[src/rtl/mmisf_ram.sv]
`timescale 1ns / 1ps
// ----------------------------------------------------------------------------
// mmisf_ram
// Generic simple dual-port RAM, one write and one registered read port.
// ----------------------------------------------------------------------------
module mmisf_ram #(
  parameter int unsigned WIDTH = 8,
  parameter int unsigned DEPTH = 256,
  localparam int unsigned AW   = (DEPTH > 1) ? $clog2(DEPTH) : 1
) (
  input  logic             clk_i,
  input  logic             we_i,
  input  logic [AW-1:0]    waddr_i,
  input  logic [WIDTH-1:0] wdata_i,
  input  logic [AW-1:0]    raddr_i,
  output logic [WIDTH-1:0] rdata_o
);

  logic [WIDTH-1:0] mem_q [DEPTH];
  logic [WIDTH-1:0] rdata_q;

  always_ff @(posedge clk_i) begin
    if (we_i) begin
      mem_q[waddr_i] <= wdata_i;
    end
    rdata_q <= mem_q[raddr_i];
  end

  assign rdata_o = rdata_q;

endmodule

[config.mk]
export PLATFORM = sky130hd
export DESIGN_NAME = mmisf_ram
export DESIGN_NICKNAME = d
export VERILOG_FILES = /design/src/rtl/mmisf_ram.sv
export SDC_FILE = /design/constraint.sdc
export NUM_CORES = 2
export LEC_CHECK = 0
export ABC_AREA = 1
export BUFFER_PORTS_ARGS = -buffer_cell sky130_fd_sc_hd__buf_2
export CAP_MARGIN = 30
export CORE_MARGIN = 2
export CORE_UTILIZATION = 35
export DETAILED_ROUTE_END_ITERATION = 7
export PLACE_DENSITY_LB_ADDON = 0.1
export SLEW_MARGIN = 0
export SYNTH_ARGS = -nofsm -noshare
export SYNTH_HDL_FRONTEND = slang
export SYNTH_SLANG_ARGS = --single-unit
[constraint.sdc]
create_clock -name clk_i -period 2.36 [get_ports clk_i]
set_input_delay 0.354 -clock clk_i [delete_from_list [all_inputs] [get_ports clk_i]]
set_output_delay 0.354 -clock clk_i [all_outputs]
set_load 0.05 [all_outputs]
==> metrics.md <==
| Metric | Value |
|---|---|
| Number of failing hold endpoints at the final stage | 0 |
| Leakage Power | 35.7 nW |
| Antenna Violating Nets Remaining | 0 |
| Multi-input logic area | 0.0192 mm^2 |
| Buffer levels on the longest clock path | 3 |
| Filler instances | 22.4k |
| Die Wd | 492 um |
| Num Clock Sinks | 2056 |
| Worst Min Path Start | waddr_i[3] |
| Max-slew violation count | 0 |
| Synthesized area per cell | 11.9 um^2 |
| Number of detailed-route iterations in the first pass | 5 |
| Core area | 0.237 mm^2 |
| Vias | 55.8k |
| Delay of the slowest cell on the worst path | 0.59 ns |
| Worst hold path class | input pin to flop |
| Area growth, synth to finish | 19.8% |
| Sum of overflow across all layers after global routing | 0 |
| Highest clock frequency the design can meet | 0.444 GHz |
| Root Driver | sky130_fd_sc_hd__clkbuf_16 |
| Setup repair after global routing missed its margin | no |
| Critical Path Source Type | flop |
| Total chip power | 80.4 mW |
| Terminating pin of the worst hold path | mem_q[144][7] |
| R2R Path Start | mem_q[7][1] |
| Number of unique standard cell types used by synthesis | 14 |
| Fraction of synthesized cell area taken by the top area cell type | 0.737 |
| Transition time at the pin with the least slew margin | 0.836 ns |
| Critical path required time | 2.01 ns |
| Hold depth | 6 |
| Antenna violations before repair | 9 |
| CTS tree | built |
| PwrDens | 805 mW/mm^2 |
| Global-route wire length before repair | 395 mm |
| Cell area after synthesis | 0.0834 mm^2 |
| Maximum number of pins on one net before global-route repair | 87 |
| Number of failing setup endpoints in the final timing report | 0 |
| Setup clock skew after layout | 0.0570 ns |
| Register bit count reported by yosys | 2056 |
| Number of top-level pins | 34 |
| Iter 0 DRT Violations | 5357 |
| Arrival time reported for the critical path endpoint | 1.90 ns |
| Internal reg-to-reg setup slack | 0.29 ns |
| Post-CTS clock slew at the launch and capture registers of the worst setup and hold paths | 0.06 ns |
| Number of design rule violations left after detail routing | 0 |
| Combined global-route utilization of all metal layers | 0.222 |
| Fraction of final layout cells with drive strength greater than 1 | 0.144 |
| Critical path peak fanout | 1 |
| Effective utilization at floorplan | 0.351 |
| Number of vias per cell | 5.13 |
| Number of levels the H-tree was split into | 4 |
| Quantity of I/O buffers inserted on ports | 33 |
| Max cap viols | 0 |
| Die Footprint | 0.242 mm^2 |
| Result of the run | complete, no violations |
| Minimum clock period after layout | 2.25 ns |
| Peak supply drop | 0.614 mV |
| Top cell family by delay on the critical path | flip-flops |
| Path type of the worst setup path | flop to primary output |
| Std cell rows | 179 |
| Final weighted congestion of routability-driven global placement | 0.834 |
| Post-synthesis cell type with the largest combined area | sky130_fd_sc_hd__edfxtp_1 |
| Cell-by-cell listing of the critical path | buf_2 |
| Post-detailed-routing wire length | 272 mm |
| Critical Path Slowest Stage Cell | sky130_fd_sc_hd__dfxtp_1 |
| Worst reg2reg endpoint | rdata_o[1] |
| Share of the yosys chip area belonging to registers | 0.739 |
| Synth warnings | 0 |
| Post-DP HPWL | 176 mm |
| Via count of the first global-routing pass | 55.0k |
| Worst path buffer plus inverter count | 1 |
| Die height | 492 um |
| NumNets Final | 7562 |
| Crit. End Element | primary output |
| Total CTS buffers | 221 |
| Reg2Reg Depth | 11 |
| Max-slew headroom | 0.442 |
| Largest cells by area after synthesis | sky130_fd_sc_hd__edfxtp_1 74%, sky130_fd_sc_hd__nand3_1 12%, sky130_fd_sc_hd__nand2_1 9.6%, sky130_fd_sc_hd__buf_2 1.6%, sky130_fd_sc_hd__nor2_1 1.3% |
| Net Count, Synth | 7029 |
| Utilization after layout | 0.421 |
| Post-CTS setup buffer count | 0 |
| Number of cells produced by synthesis | 7003 |
| Sequential cell area | 0.0617 mm^2 |
| Drt wl/cell | 25.0 um |
| Clock network latency to the later pin of the worst-skew pair | 0.88 ns |
| Fraction of the cycle the final worst path needs | 0.955 |
[routing by layer]
layer,global-route usage,vias up,wire length [um]
li1,-,26000,-
met1,0.313,28100,123000
met2,0.366,1419,131000
met3,0.0254,322,12300
met4,0.0562,0,6350
met5,0,-,0
[worst max-delay path by stage]
stage                     from       endpoint  slack [ns]  depth (start not counted)
finish              rdata_o[2]     rdata_o[2]        0.11                          1
global route        rdata_o[2]     rdata_o[2]        0.08                          1
CTS                 rdata_o[2]     rdata_o[2]        0.03                          1
detailed placement  raddr_i[0]     rdata_o[3]       -0.57                         15
global placement    raddr_i[0]     rdata_o[3]       -0.61                         15
floorplan                 we_i  mem_q[162][0]        0.51                          4
[final cells by class]
cell class | count | area share
timing repair buffer | 793 | 0.0782
clock inverter | 117 | 0.0123
antenna | 4 | 0.000100
inverter | 39 | 0.00183
clock buffer | 291 | 0.0585
multi-input combinational | 4425 | 0.192
sequential | 2056 | 0.617
tap | 3167 | 0.0397
[what timing repair did]
item,4_1_cts,5_1_grt
endpoints found under the hold margin,232,0
gates resized for setup,3,0
hold buffers,9,0
setup endpoints to repair,3,0
[state kept, by name, indices dropped and copies added (netlist names)]
signal	cells
rdata_o	8
mem_q	2048
[Yosys cell counts]
cell and instances:
sky130_fd_sc_hd__edfxtp_1 2048, sky130_fd_sc_hd__buf_8 1, sky130_fd_sc_hd__inv_1 36, sky130_fd_sc_hd__buf_1 40, sky130_fd_sc_hd__buf_2 268, sky130_fd_sc_hd__buf_4 46, sky130_fd_sc_hd__nor2_1 283, sky130_fd_sc_hd__inv_2 2
sky130_fd_sc_hd__buf_6 16, sky130_fd_sc_hd__dfxtp_1 8, sky130_fd_sc_hd__clkbuf_1 112, sky130_fd_sc_hd__nand2_1 2123, sky130_fd_sc_hd__inv_4 1, sky130_fd_sc_hd__nand3_1 2019
[logic make-up after synthesis]
group,count (synthesis),synth area share
flip-flops,2056,0.739
AND/OR/NAND/NOR,4425,0.229
buffers and inverters,522,0.0312
[layout by cell type (no fill, tap or decap), types with 16 or more instances in the layout]
master                      netlist  layout
sky130_fd_sc_hd__clkinv_2         0      36
sky130_fd_sc_hd__buf_12           0     143
sky130_fd_sc_hd__clkbuf_16        0     222
sky130_fd_sc_hd__clkinv_1         0      41
sky130_fd_sc_hd__nand2_2          0      16
sky130_fd_sc_hd__buf_2          268      20
sky130_fd_sc_hd__nand3_1       2019    2019
sky130_fd_sc_hd__buf_4           46     608
sky130_fd_sc_hd__edfxtp_1      2048    2048
sky130_fd_sc_hd__inv_1           36      34
sky130_fd_sc_hd__clkbuf_1       112      66
sky130_fd_sc_hd__nand2_1       2123    2107
sky130_fd_sc_hd__nor2_1         283     283
sky130_fd_sc_hd__bufinv_16        0      22
[metrics by stage]
step           hold WS [ns]  worst slack, ns  area (um^2)  instances  TNS [ns]
6_report              0.185            0.106        99900      10900         0
5_1_grt               0.201           0.0833        99900      10900         0
4_1_cts               0.119           0.0273        99900      10900         0
3_5_place_dp          0.810           -0.568        92700      10500     -3.95
3_3_place_gp          0.806           -0.611        92700      10500     -4.08
2_1_floorplan         0.453            0.515        83400       7003         0
[power breakdown]
| part | switching (mW) | leakage [nW] | internal (mW) |
|---|---|---|---|
| sequential | 0.0731 | 18.5 | 40.2 |
| clock | 14.6 | 3.43 | 19.8 |
| combinational | 3.99 | 13.8 | 1.70 |
Note: power is estimated with default switching activity, not from simulation.
